### src/hdl/slcd_pkg.sv
package slcd_pkg;

    localparam int MAX_FRAME = 256;
    localparam int CNT_W     = $clog2(MAX_FRAME + 1);

    localparam logic [CNT_W-1:0] LEN_POS        = CNT_W'(2);
    localparam logic [CNT_W-1:0] FRAME_OVERHEAD = CNT_W'(4);
    localparam logic [CNT_W-1:0] MAX_COUNT      = CNT_W'(MAX_FRAME);

    localparam logic [7:0] SYNC_RESET = 8'h55;

    // register word indexes
    localparam logic REG_SYNC = 1'b0;

    // per-byte event codes
    localparam logic [2:0] EV_SKIP = 3'd0;
    localparam logic [2:0] EV_IN   = 3'd1;
    localparam logic [2:0] EV_GOOD = 3'd2;
    localparam logic [2:0] EV_BAD  = 3'd3;
    localparam logic [2:0] EV_OVF  = 3'd4;

    typedef struct packed {
        logic [7:0] byte_index;
        logic [7:0] data_out;
    } result_data_t;

endpackage

### src/hdl/sync_length_checksum_deframer.sv
// an accepted word goes to the output register, or to the skid stage if the output stalls
// throughput: one word per cycle while s_tready high; framing: one add and compare per word
// an output register plus a one-word skid stage decouple s_tready from m_tready
// reset (rst_n low, asynchronous): hunting, length and sum cleared, sync_value back to 0x55
// the output and skid stages come out of reset empty
module sync_length_checksum_deframer
    import slcd_pkg::*;
(
    input  logic         clk,
    input  logic         rst_n,
    // configuration
    input  logic         psel,
    input  logic         penable,
    input  logic         pwrite,
    input  logic [2:0]   paddr,
    input  logic [31:0]  pwdata,
    output logic [31:0]  prdata,
    output logic         pready,
    // input stream
    input  logic         s_tvalid,
    output logic         s_tready,
    input  logic [7:0]   s_tdata,   // [7:0] rx_byte
    // output stream
    output logic         m_tvalid,
    input  logic         m_tready,
    output logic [15:0]  m_tdata,   // [7:0] data_out, [15:8] byte_index
    output logic [2:0]   m_tuser    // [2:0] event_res
);

    logic [7:0]       sync_reg;
    logic [CNT_W-1:0] taken_reg, taken_next;
    logic [7:0]       len_reg, len_next;
    logic [7:0]       sum_reg, sum_next;

    logic             out_valid_reg, skid_valid_reg;
    result_data_t     out_data_reg, skid_data_reg;
    logic [2:0]       out_ev_reg, skid_ev_reg;

    result_data_t     res_data;
    logic [2:0]       res_ev;
    logic [CNT_W-1:0] count;
    logic [CNT_W-1:0] frame_len;
    logic [7:0]       len_eff;
    logic             in_accept;
    logic             out_take;

    // configuration port
    assign pready = 1'b1;
    assign prdata = (paddr[2] == REG_SYNC) ? {24'd0, sync_reg} : 32'd0;

    always_ff @(posedge clk or negedge rst_n)
    begin
        if (!rst_n)
        begin
            sync_reg <= SYNC_RESET;
        end
        else if (psel && penable && pwrite && pready && (paddr[2] == REG_SYNC))
        begin
            sync_reg <= pwdata[7:0];
        end
    end

    // per-byte framing logic
    assign in_accept = s_tvalid && s_tready;
    assign out_take  = out_valid_reg && m_tready;
    assign s_tready  = !skid_valid_reg;

    assign count     = taken_reg + CNT_W'(1);
    // the length byte is in effect for its own end check
    assign len_eff   = (taken_reg == LEN_POS) ? s_tdata : len_reg;
    assign frame_len = CNT_W'(len_eff) + FRAME_OVERHEAD;

    always_comb
    begin
        taken_next          = taken_reg;
        len_next            = len_reg;
        sum_next            = sum_reg;
        res_ev              = EV_SKIP;
        res_data.data_out   = s_tdata;
        res_data.byte_index = 8'd0;
        if (taken_reg == '0 && s_tdata != sync_reg)
        begin
            res_ev = EV_SKIP;
        end
        else if (taken_reg < MAX_COUNT)
        begin
            res_data.byte_index = taken_reg[7:0];
            len_next            = len_eff;
            if (count >= FRAME_OVERHEAD && count >= frame_len)
            begin
                res_ev     = (s_tdata == sum_reg) ? EV_GOOD : EV_BAD;
                taken_next = '0;
                len_next   = 8'd0;
                sum_next   = 8'd0;
            end
            else
            begin
                res_ev     = EV_IN;
                sum_next   = sum_reg + s_tdata;
                taken_next = count;
            end
        end
        else
        begin
            res_ev     = EV_OVF;
            taken_next = '0;
            len_next   = 8'd0;
            sum_next   = 8'd0;
        end
    end

    always_ff @(posedge clk or negedge rst_n)
    begin
        if (!rst_n)
        begin
            taken_reg <= '0;
            len_reg   <= 8'd0;
            sum_reg   <= 8'd0;
        end
        else if (in_accept)
        begin
            taken_reg <= taken_next;
            len_reg   <= len_next;
            sum_reg   <= sum_next;
        end
    end

    // output register with skid stage
    always_ff @(posedge clk or negedge rst_n)
    begin
        if (!rst_n)
        begin
            out_valid_reg  <= 1'b0;
            skid_valid_reg <= 1'b0;
        end
        else
        begin
            if (skid_valid_reg)
            begin
                if (out_take)
                begin
                    skid_valid_reg <= 1'b0;
                end
            end
            else if (in_accept)
            begin
                if (!out_valid_reg || m_tready)
                begin
                    out_valid_reg <= 1'b1;
                end
                else
                begin
                    skid_valid_reg <= 1'b1;
                end
            end
            else if (out_take)
            begin
                out_valid_reg <= 1'b0;
            end
        end
    end

    always_ff @(posedge clk)
    begin
        if (skid_valid_reg)
        begin
            if (out_take)
            begin
                out_data_reg <= skid_data_reg;
                out_ev_reg   <= skid_ev_reg;
            end
        end
        else if (in_accept)
        begin
            if (!out_valid_reg || m_tready)
            begin
                out_data_reg <= res_data;
                out_ev_reg   <= res_ev;
            end
            else
            begin
                skid_data_reg <= res_data;
                skid_ev_reg   <= res_ev;
            end
        end
    end

    assign m_tvalid = out_valid_reg;
    assign m_tdata  = out_data_reg;
    assign m_tuser  = out_ev_reg;

    // assertions
    a_skid_needs_out: assert property (@(posedge clk) disable iff (!rst_n)
        skid_valid_reg |-> out_valid_reg)
        else $error("skid stage holds a word while output stage is empty");

    a_count_range: assert property (@(posedge clk) disable iff (!rst_n)
        taken_reg <= MAX_COUNT)
        else $error("byte count beyond frame limit");

    a_hunt_clean: assert property (@(posedge clk) disable iff (!rst_n)
        (taken_reg == '0) |-> (len_reg == 8'd0 && sum_reg == 8'd0))
        else $error("length or sum left over while hunting");

    a_len_after_pos: assert property (@(posedge clk) disable iff (!rst_n)
        (len_reg != 8'd0) |-> (taken_reg > LEN_POS))
        else $error("length held before length byte was taken");

    a_stall_holds: assert property (@(posedge clk) disable iff (!rst_n)
        (out_valid_reg && !m_tready) |=> (out_valid_reg && $stable(out_ev_reg)))
        else $error("stalled result changed");

endmodule

### config.mk
export PLATFORM = sky130hd
export DESIGN_NAME = sync_length_checksum_deframer
export DESIGN_NICKNAME = d
export VERILOG_FILES = /design/src/hdl/slcd_pkg.sv /design/src/hdl/sync_length_checksum_deframer.sv
export SDC_FILE = /design/constraint.sdc
export NUM_CORES = 1
export LEC_CHECK = 0
export BUFFER_PORTS_ARGS = -buffer_cell sky130_fd_sc_hd__buf_2
export CAP_MARGIN = 25
export CORE_MARGIN = 1.5
export CORE_UTILIZATION = 54
export DETAILED_ROUTE_END_ITERATION = 10
export PLACE_DENSITY = 0.8
export SYNTH_ARGS = -nofsm -noshare
export SYNTH_HDL_FRONTEND = slang
export SYNTH_SLANG_ARGS = --single-unit
### constraint.sdc
create_clock -name clk -period 4.8 [get_ports clk]
set_input_delay 0.96 -clock clk [delete_from_list [all_inputs] [get_ports clk]]
set_output_delay 0.96 -clock clk [all_outputs]
set_load 0.02 [all_outputs]
==> results of run 1 <==
-- metrics by stage --
| stage | total power (µW) | cell area, µm² | instances | setup WS [ps] | hold slack (ps) |
|---|---|---|---|---|---|
| floorplan | 2150 | 4500 | 419 | 1350 | 455 |
| global placement | 2330 | 4550 | 532 | 865 | 465 |
| detailed placement | 2380 | 4550 | 532 | 824 | 472 |
| CTS | 3010 | 4810 | 547 | 732 | 488 |
| global route | 3200 | 4810 | 547 | 427 | 521 |
| finish | 3000 | 4810 | 547 | 712 | 486 |
-- report_power, final --
group	switching [µW]	leakage (µW)	internal [µW]
combinational	787	0.00119	521
sequential	159	0.000797	904
clock	230	0.000127	396
total	1180	0.00212	1820
-- tightest hold or removal path, delay by kind of cell (launching register included) --
| family | cells | cell delay (ps) |
|---|---|---|
| AO/OA/AOI/OAI | 1 | 50 |
| AND/OR/NAND/NOR | 1 | 60 |
| flip-flops | 1 | 340 |
-- cells in the mapped netlist, types with 11 or more instances --
library cell / number
edfxtp_1: 38
dfrtp_1: 31
nor2_1: 12
mux2_2: 22
xnor2_1: 20
a21oi_1: 12
inv_1: 12
nor2b_1: 11
nand2_1: 53
ha_1: 20
buf_4: 27
nand3_1: 11
-- cell families (layout without fill, tap and decap cells) --
group                      Yosys count  count (layout)  share of synthesized area, %
xor gates and xnor gates            25              25                          5.13
AOI/OAI and AO/OA                   71              71                          13.4
buffers and inverters               59              85                          9.36
DFF                                 73              73                          45.8
and+or+nand+nor                    118             118                          13.2
other                                2              25                         0.170
adders and majority gates           21              21                          6.13
muxes                               27              27                          6.75
-- metal layers --
layer	up-vias	GRT usage (%)
met2	103	33.8
met5	-	0
li1	1446	-
met1	1473	27.1
met4	0	9.60
met3	13	3.17
-- how the worst max path moves through the flow --
| stage | cells past startpoint | slack, ps | to | from |
|---|---|---|---|---|
| 3_3_place_gp | 16 | 870 | sum_reg[7] | taken_reg[3] |
| 5_1_grt | 16 | 430 | sum_reg[7] | taken_reg[3] |
| 6_report | 16 | 710 | sum_reg[7] | taken_reg[3] |
| 4_1_cts | 16 | 730 | sum_reg[7] | taken_reg[3] |
| 2_1_floorplan | 18 | 1350 | sum_reg[2] | taken_reg[4] |
| 3_5_place_dp | 16 | 820 | len_reg[7] | taken_reg[3] |
-- final cells by class --
type / instances / area, µm²
Fill cell: 604 / 3000
Multi-Input combinational cell: 287 / 2060
Sequential cell: 73 / 2020
Timing Repair Buffer: 55 / 283
Clock inverter: 5 / 129
Clock buffer: 10 / 128
Tap cell: 102 / 128
Inverter: 15 / 56.3
==> flow_summary.yaml, run 1 <==
setup_path:
  required_ps: 5060
  cp_cell_sequence: "nor3_1, and4_1, nand2_1, nand2_1, nand2_1, ha_1, nor2b_1, a32o_1, ha_1, nand4_1, o21ai_1, a31oi_1, o311ai_4, a21oi_4, nand2_2, o22ai_2"
  critPathTopFamily: "simple AND/OR/NAND/NOR gates"
  endpoint_kind: "flip-flop"
  critPathLaunchType: "flip-flop"
  critPathMaxFanout: 13
  cp_common_cell: "nand2_1"
  reg2regPathDepth: 16
  critPathSlowestCell: "dfrtp_1"
  r2r_slack_ps: 710
  arrival_ps: 4350
  r2r_end: "sum_reg[7]"
  r2r_start: "taken_reg[3]"
  worst_path_largest_cell_delay_ps: 550
  path_buf_inv: 0
  path_class: "reg2reg"
logic_synthesis:
  yosysWarnings: 0
  synthFlopType: "edfxtp_1"
  ys_ff_latch: 73
  yosysTopAreaCell: "edfxtp_1"
  synth-edff-count: 38
  synth-seq-area-share_pct: 45.8
  synthCells: 396
  syn_area_per_cell_um2: 11.1
  yosys.cell_types.count: 61
  synth.top_cell.area_share_pct: 25.9
  synthArstFlopShare_pct: 47.9
  synth_area_leaders: "edfxtp_1, dfrtp_1, ha_1, mux2_2, buf_4"
  synth_area_um2: 4410
route:
  firstDrtPassIters: 4
  met2_wirelength_um: 4180
  wirelength_um: 8540
  wl_met3_um: 417
  vias_per_cell: 5.55
  vias: 3035
  wl_per_cell_um: 15.6
  antenna_left: 0
  wl_met1_um: 3800
  highest_layer: "met4"
  drtIter0Drc: 233
  drc_errors: 0
sta:
  fin_tns_setup_ps: 0
  tightest_slew_ps: 902
  fin_crit_sh_pct: 85.2
  fmax_mhz: 245
  fin_crit_ps: 4090
  clock-skew-final_ps: 10.6
  relSlewSlack_pct: 39.9
  drv_slew: 0
  hold_viol_final: 0
  rsz0062_at_grt: "no"
  setup_viol_count_final: 0
finish:
  fin_util_pct: 61.6
  finalNetCount: 512
  antenna_cells: 0
  final_common_cell: "nand2_1"
  area_growth_pct: 8.99
  drive_above_1_share_pct: 27.2
  final_cell_mix: "nand2_1, buf_2, edfxtp_1"
clock_network:
  clock_path_buffers: 2
  cts_sinks: 73
  numCtsBuffers: 9
  cts_resized: 0
  cts_root_buffer: "clkbuf_8"
  clk_latency_ps: 340
  hold_buffers: 0
  htree_num_levels: 3
  cts_tree: "yes"
  cts_setup_buffers: 0
  clk_pin_slew_ps: 80
die:
  dieArea_um2: 8720
  rows: 32
  start_util_pct: 56.5
  ioPinCount: 104
  dieHeight_um: 93.4
  die_x_um: 93.4
  core-area_um2: 7810
placement:
  place_congestion: 0.904
  port_buffers: 52
  dp_hpwl_um: 5910
worst_hold_path:
  hp-start: "len_reg[1]"
  hold_path_end: "len_reg[1]"
  holdCritPathClass: "reg2reg"
  hold_depth: 2
global_routing:
  gr-usage-all-layers_pct: 20.7
  grt_pass1_vias: 2840
  grt_remaining_overflow: 0
  grt_pass1_wl_um: 13800
  grt_start_max_net_pins: 36
  antenna_found_initial: 0
run_status:
  outcome: "complete, no violations"
pwr:
  leakage_uw: 0.00212
  vdd_ir_drop_max_mv: 0.221
  p_per_area_nw_per_um2: 623
job:
  maxCapViolCount: 0
Power figures use the tool's default switching activity.
==> run 2: changes to the inputs <==
--- a/config.mk
+++ b/config.mk
@@ -11,6 +11,7 @@
 export CORE_UTILIZATION = 54
 export DETAILED_ROUTE_END_ITERATION = 10
 export PLACE_DENSITY = 0.8
+export REMOVE_ABC_BUFFERS = 1
 export SYNTH_ARGS = -nofsm -noshare
 export SYNTH_HDL_FRONTEND = slang
 export SYNTH_SLANG_ARGS = --single-unit
==> run 2 against run 1 <==
Compared with the run above: cell area down 1.0%; sequential cell count unchanged; die area unchanged; non-clock buffer count decreased by 1; routed wire length rose by 2.6%; global-route usage is 0.33 points higher; clock skew about the same; critical path type unchanged.
==> flow_summary.yaml, run 2 (same netlist as run 1, synthesis figures left out) <==
setup_path:
  critPathMaxFanout: 13
  r2r_start: "taken_reg[3]"
  arrival_ps: 4300
  r2r_end: "sum_reg[7]"
  reg2regPathDepth: 16
  path_class: "reg2reg"
  required_ps: 5080
  r2r_slack_ps: 780
  critPathLaunchType: "flip-flop"
  endpoint_kind: "flip-flop"
worst_hold_path:
  hold_path_end: "sum_reg[5]"
  hp-start: "sum_reg[5]"
  hold_depth: 2
  holdCritPathClass: "reg2reg"
sta:
  hold_viol_final: 0
  relSlewSlack_pct: 43.3
  clock-skew-final_ps: 10.9
  fin_tns_setup_ps: 0
  fmax_mhz: 249
  setup_ws_ps: 780
  drv_slew: 0
  rsz0062_at_grt: "no"
  hold_ws_ps: 491
  fin_crit_sh_pct: 83.8
  setup_viol_count_final: 0
  tightest_slew_ps: 850
  fin_crit_ps: 4020
route:
  drtIter0Drc: 230
  wirelength_um: 8760
  drc_errors: 0
  highest_layer: "met4"
  vias: 3042
  firstDrtPassIters: 5
  wl_met3_um: 356
  met2_wirelength_um: 4480
  wl_met1_um: 3750
  vias_per_cell: 5.56
  antenna_left: 0
  wl_per_cell_um: 16.0
clock_network:
  hold_buffers: 0
  clk_latency_ps: 360
  htree_num_levels: 3
  clock_path_buffers: 2
  cts_resized: 0
  numCtsBuffers: 9
  cts_root_buffer: "clkbuf_8"
  cts_setup_buffers: 0
  cts_sinks: 73
  clk_pin_slew_ps: 80
  cts_tree: "yes"
die:
  ioPinCount: 104
  dieArea_um2: 8720
  die_x_um: 93.4
  core-area_um2: 7810
  start_util_pct: 56.5
  dieHeight_um: 93.4
  rows: 32
global_routing:
  grt_start_max_net_pins: 36
  grt_pass1_vias: 2884
  gr-usage-all-layers_pct: 21.1
  antenna_found_initial: 0
  grt_pass1_wl_um: 14100
  grt_remaining_overflow: 0
pwr:
  power.share.combinational_pct: 45.4
  p_sw_uw: 1200
  p_sw_share_pct: 41.8
  p_per_area_nw_per_um2: 604
  vdd_ir_drop_max_mv: 0.265
  leakage_uw: 0.00209
  intPower_uw: 1670
  power_frac_clock_pct: 17.8
  seq_power_share_pct: 36.9
placement:
  place_congestion: 0.853
  pre_cts_slack_ps: 816
  dp_hpwl_um: 6200
  placed_area_um2: 4540
  port_buffers: 52
finish:
  design_area_um2: 4760
  finalNetCount: 511
  area_growth_pct: 7.89
  antenna_cells: 0
  final_common_cell: "nand2_1"
  fin_util_pct: 60.9
  fillers: 645
  drive_above_1_share_pct: 27.4
  final_cell_mix: "nand2_1, buf_2, edfxtp_1"
job:
  maxCapViolCount: 0
run_status:
  outcome: "complete, no violations"
## run 2: cell types whose count changed in the layout (fill, tap and decap cells not counted), sizes merged
cell / delta
bufinv: -4
buf: -1
inv: +2
clkbuf: +1
clkinvlp: +2
## run 2: critical path: stages (launching register included)
cell      delay (ps)
dfrtp_1          540
nor3_1           230
and4_1           270
and2_1           430
nand2_1          100
nand2_1          120
ha_1             210
nand2_1           80
a32o_1           220
ha_1             290
nand4_1          200
o21ai_1          100
a31oi_1          300
o311ai_4         200
a21oi_4          430
nand2_2           90
o22ai_2          140
## run 2: metal layers
| metal | up-vias | track usage (%) |
|---|---|---|
| met2 | 90 | 36.2 |
| met5 | - | 0 |
| met4 | 0 | 8.84 |
| met1 | 1488 | 26.1 |
| li1 | 1447 | - |
| met3 | 17 | 3.50 |
## run 2: layout make-up
cell class                      count  area [µm²]  area share [%]
Clock buffer                       11         174            3.66
Sequential cell                    73        2020            42.5
Tap cell                          102         128            2.68
Multi-Input combinational cell    287        2060            43.3
Timing Repair Buffer               54         275            5.78
Clock inverter                      5        41.3           0.868
Inverter                           15        56.3            1.18
## run 2: power by group through the flow
stage	Sequential [µW]	Combinational, µW	Clock [µW]
floorplan	1130	906	0
global placement	1060	1260	0
detailed placement	1070	1300	0
CTS	1060	1310	515
global route	1080	1450	541
finish	1060	1300	511
## run 2: how the worst max path moves through the flow
| stage | startpoint | to | slack (ps) | cells past startpoint |
|---|---|---|---|---|
| 2_1_floorplan | taken_reg[3] | m_tuser[0] | 1310 | 16 |
| 3_3_place_gp | taken_reg[3] | len_reg[4] | 880 | 14 |
| 3_5_place_dp | taken_reg[3] | sum_reg[7] | 820 | 16 |
| 4_1_cts | taken_reg[3] | sum_reg[7] | 780 | 16 |
| 5_1_grt | taken_reg[3] | taken_reg[2] | 420 | 16 |
| 6_report | taken_reg[3] | sum_reg[7] | 780 | 16 |
## run 2: metrics by stage
step / cells / total power, µW
2_1_floorplan: 375 / 2040
5_1_grt: 547 / 3070
4_1_cts: 547 / 2890
3_5_place_dp: 531 / 2370
3_3_place_gp: 531 / 2320
6_report: 547 / 2880
==> run 3: changes to the inputs <==
--- a/config.mk
+++ b/config.mk
@@ -8,9 +8,9 @@
 export BUFFER_PORTS_ARGS = -buffer_cell sky130_fd_sc_hd__buf_2
 export CAP_MARGIN = 25
 export CORE_MARGIN = 1.5
-export CORE_UTILIZATION = 54
+export CORE_UTILIZATION = 49
 export DETAILED_ROUTE_END_ITERATION = 10
-export PLACE_DENSITY = 0.8
+export PLACE_DENSITY = 0.77
 export REMOVE_ABC_BUFFERS = 1
 export SYNTH_ARGS = -nofsm -noshare
 export SYNTH_HDL_FRONTEND = slang
==> constraint.sdc (replaced) <==
create_clock -name clk -period 3.4 [get_ports clk]
set_input_delay 0.68 -clock clk [delete_from_list [all_inputs] [get_ports clk]]
set_output_delay 0.68 -clock clk [all_outputs]
set_load 0.02 [all_outputs]
==> run 3 against run 2 <==
Compared with the run above: the run now ends with setup timing left; count of clock-buffer cells in the layout unchanged; via count up 8.8%; first-iteration DRC count up 8.3%; clock power up 59%; cell area up 11%; register-to-register slack worse by 830 ps; sequential share of layout area down 4.2 points; total power up 63%; combinational power up 87%; non-clock buffer count up 46; final cell count up 9.5%; core utilization down 0.40 points; highest routed layer unchanged.
==> flow_summary.yaml, run 3 (same netlist as run 1, synthesis figures left out) <==
clock_network:
  cts_root_buffer: "clkbuf_8"
  cts_tree: "yes"
  cts_sinks: 73
  hold_buffers: 0
  htree_num_levels: 3
  clk_pin_slew_ps: 80
  clk_latency_ps: 370
  clock_path_buffers: 2
  numCtsBuffers: 9
setup_path:
  r2r_end: "len_reg[5]"
  critPathLaunchType: "flip-flop"
  endpoint_kind: "flip-flop"
  critPathTopFamily: "simple AND/OR/NAND/NOR gates"
  required_ps: 3650
  path_class: "reg2reg"
  path_buf_inv: 1
  worst_path_largest_cell_delay_ps: 390
  r2r_start: "taken_reg[3]"
  critPathSlowestCell: "dfrtp_1"
  cp_cell_sequence: "nor3_2, and4_4, and2_4, nand2_2, nand2_2, ha_4, nand2_2, a32o_2, ha_4, nand4_1, buf_4, o311ai_4, nand2_4, a21o_1, a32o_1"
  critPathMaxFanout: 8
  arrival_ps: 3700
  r2r_slack_ps: -50
  reg2regPathDepth: 15
  cp_common_cell: "nand2_2"
sta:
  tightest_slew_ps: 877
  fin_crit_sh_pct: 102
  hold_viol_final: 0
  clock-skew-final_ps: 10.9
  relSlewSlack_pct: 41.5
  drv_slew: 0
  fmax_mhz: 289
  setup_viol_count_final: 5
  fin_crit_ps: 3450
  rsz0062_at_grt: "yes"
  setup_ws_ps: -54.8
pwr:
  vdd_ir_drop_max_mv: 0.365
  finalPower_uw: 4690
  leakage_uw: 0.00237
  p_per_area_nw_per_um2: 888
finish:
  area_growth_pct: 19.7
  fin_util_pct: 60.5
  seq_area_um2: 2020
  final_common_cell: "buf_2"
  finalNetCount: 557
  final_cell_mix: "buf_2, nand2_1, buf_4"
  multiInputGateArea_um2: 2180
  fillers: 648
  design_area_um2: 5280
  antenna_cells: 0
  drive_above_1_share_pct: 38.7
  instances_no_fill: 599
route:
  wirelength_um: 9700
  firstDrtPassIters: 4
  drc_errors: 0
  wl_per_cell_um: 16.2
  drtIter0Drc: 249
  antenna_left: 0
  vias_per_cell: 5.53
  vias: 3311
global_routing:
  grt_start_max_net_pins: 36
  grt_pass1_wl_um: 14600
  antenna_found_initial: 0
  grt_remaining_overflow: 0
  grt_pass1_vias: 3049
  gr-usage-all-layers_pct: 19.1
die:
  rows: 34
  ioPinCount: 104
  die_x_um: 97.9
  dieArea_um2: 9580
  start_util_pct: 50.6
  core-area_um2: 8720
  dieHeight_um: 97.9
run_status:
  violations: "setup timing"
  outcome: "complete, but fails checks"
placement:
  dp_cells: 566
  place_congestion: 0.943
  port_buffers: 52
  dp_hpwl_um: 6460
  placed_area_um2: 4770
worst_hold_path:
  holdCritPathClass: "in2async"
job:
  maxCapViolCount: 0
## run 3: changes by cell type in the layout (fill, tap and decap cells not counted), moves of 2 or more
cell / before / now
a21oi_2: 0 / 3
o21ai_2: 0 / 2
buf_4: 2 / 42
nand2_2: 3 / 8
a21oi_1: 12 / 9
ha_4: 0 / 3
ha_1: 20 / 17
nand2_1: 53 / 47
buf_6: 0 / 4
## run 3: worst reg2reg max path, stage by stage, from the launching register on
cell	delay (ps)
dfrtp_1	390
nor3_2	200
and4_4	270
and2_4	180
nand2_2	70
nand2_2	110
ha_4	160
nand2_2	70
a32o_2	290
ha_4	270
nand4_1	170
buf_4	200
o311ai_4	340
nand2_4	140
a21o_1	270
a32o_1	230
## run 3: area by class of cell
class / count / share of cell area, %
timing repair buffer: 100 / 12.2
multi-input combinational: 287 / 41.3
clock buffer: 11 / 3.29
clock inverter: 5 / 1.26
inverter: 15 / 1.07
sequential: 73 / 38.3
tap: 108 / 2.56
## run 3: worst max-delay path by stage
stage               slack (ps)         end  cells after the start         start
finish                     -50  len_reg[5]                     15  taken_reg[3]
global route              -190  len_reg[5]                     15  taken_reg[3]
CTS                          6  m_tuser[0]                     16  taken_reg[2]
detailed placement        -130  m_tuser[0]                     16  taken_reg[3]
global placement           -20  m_tuser[0]                     16  taken_reg[3]
floorplan                  -90  m_tuser[0]                     16  taken_reg[3]
## run 3: what timing repair did
action | CTS | global route
buffers inserted | 2 | 14
endpoints found under the setup margin | 26 | 28
cloned | 0 | 1
resized for setup | 5 | 25
pin swaps | 6 | 24
## run 3: per-stage QoR
step	hold WS [ps]	TNS (ps)	setup WS [ps]
2_1_floorplan	384	-694	-93.3
3_3_place_gp	469	-87.5	-23.9
3_5_place_dp	477	-1280	-135
4_1_cts	446	0	5.60
5_1_grt	488	-2540	-189
6_report	421	-208	-54.8
## run 3: per-layer routing
layer  wire (µm)  GRT usage [%]
met4         250           8.02
met5           0              0
met2        4720           29.8
met3         561           3.94
met1        4170           26.1
## run 3: power breakdown
part	switching, µW	total, µW	internal [µW]
logic	1340	2430	1090
clock network	372	810	437
registers	177	1450	1280
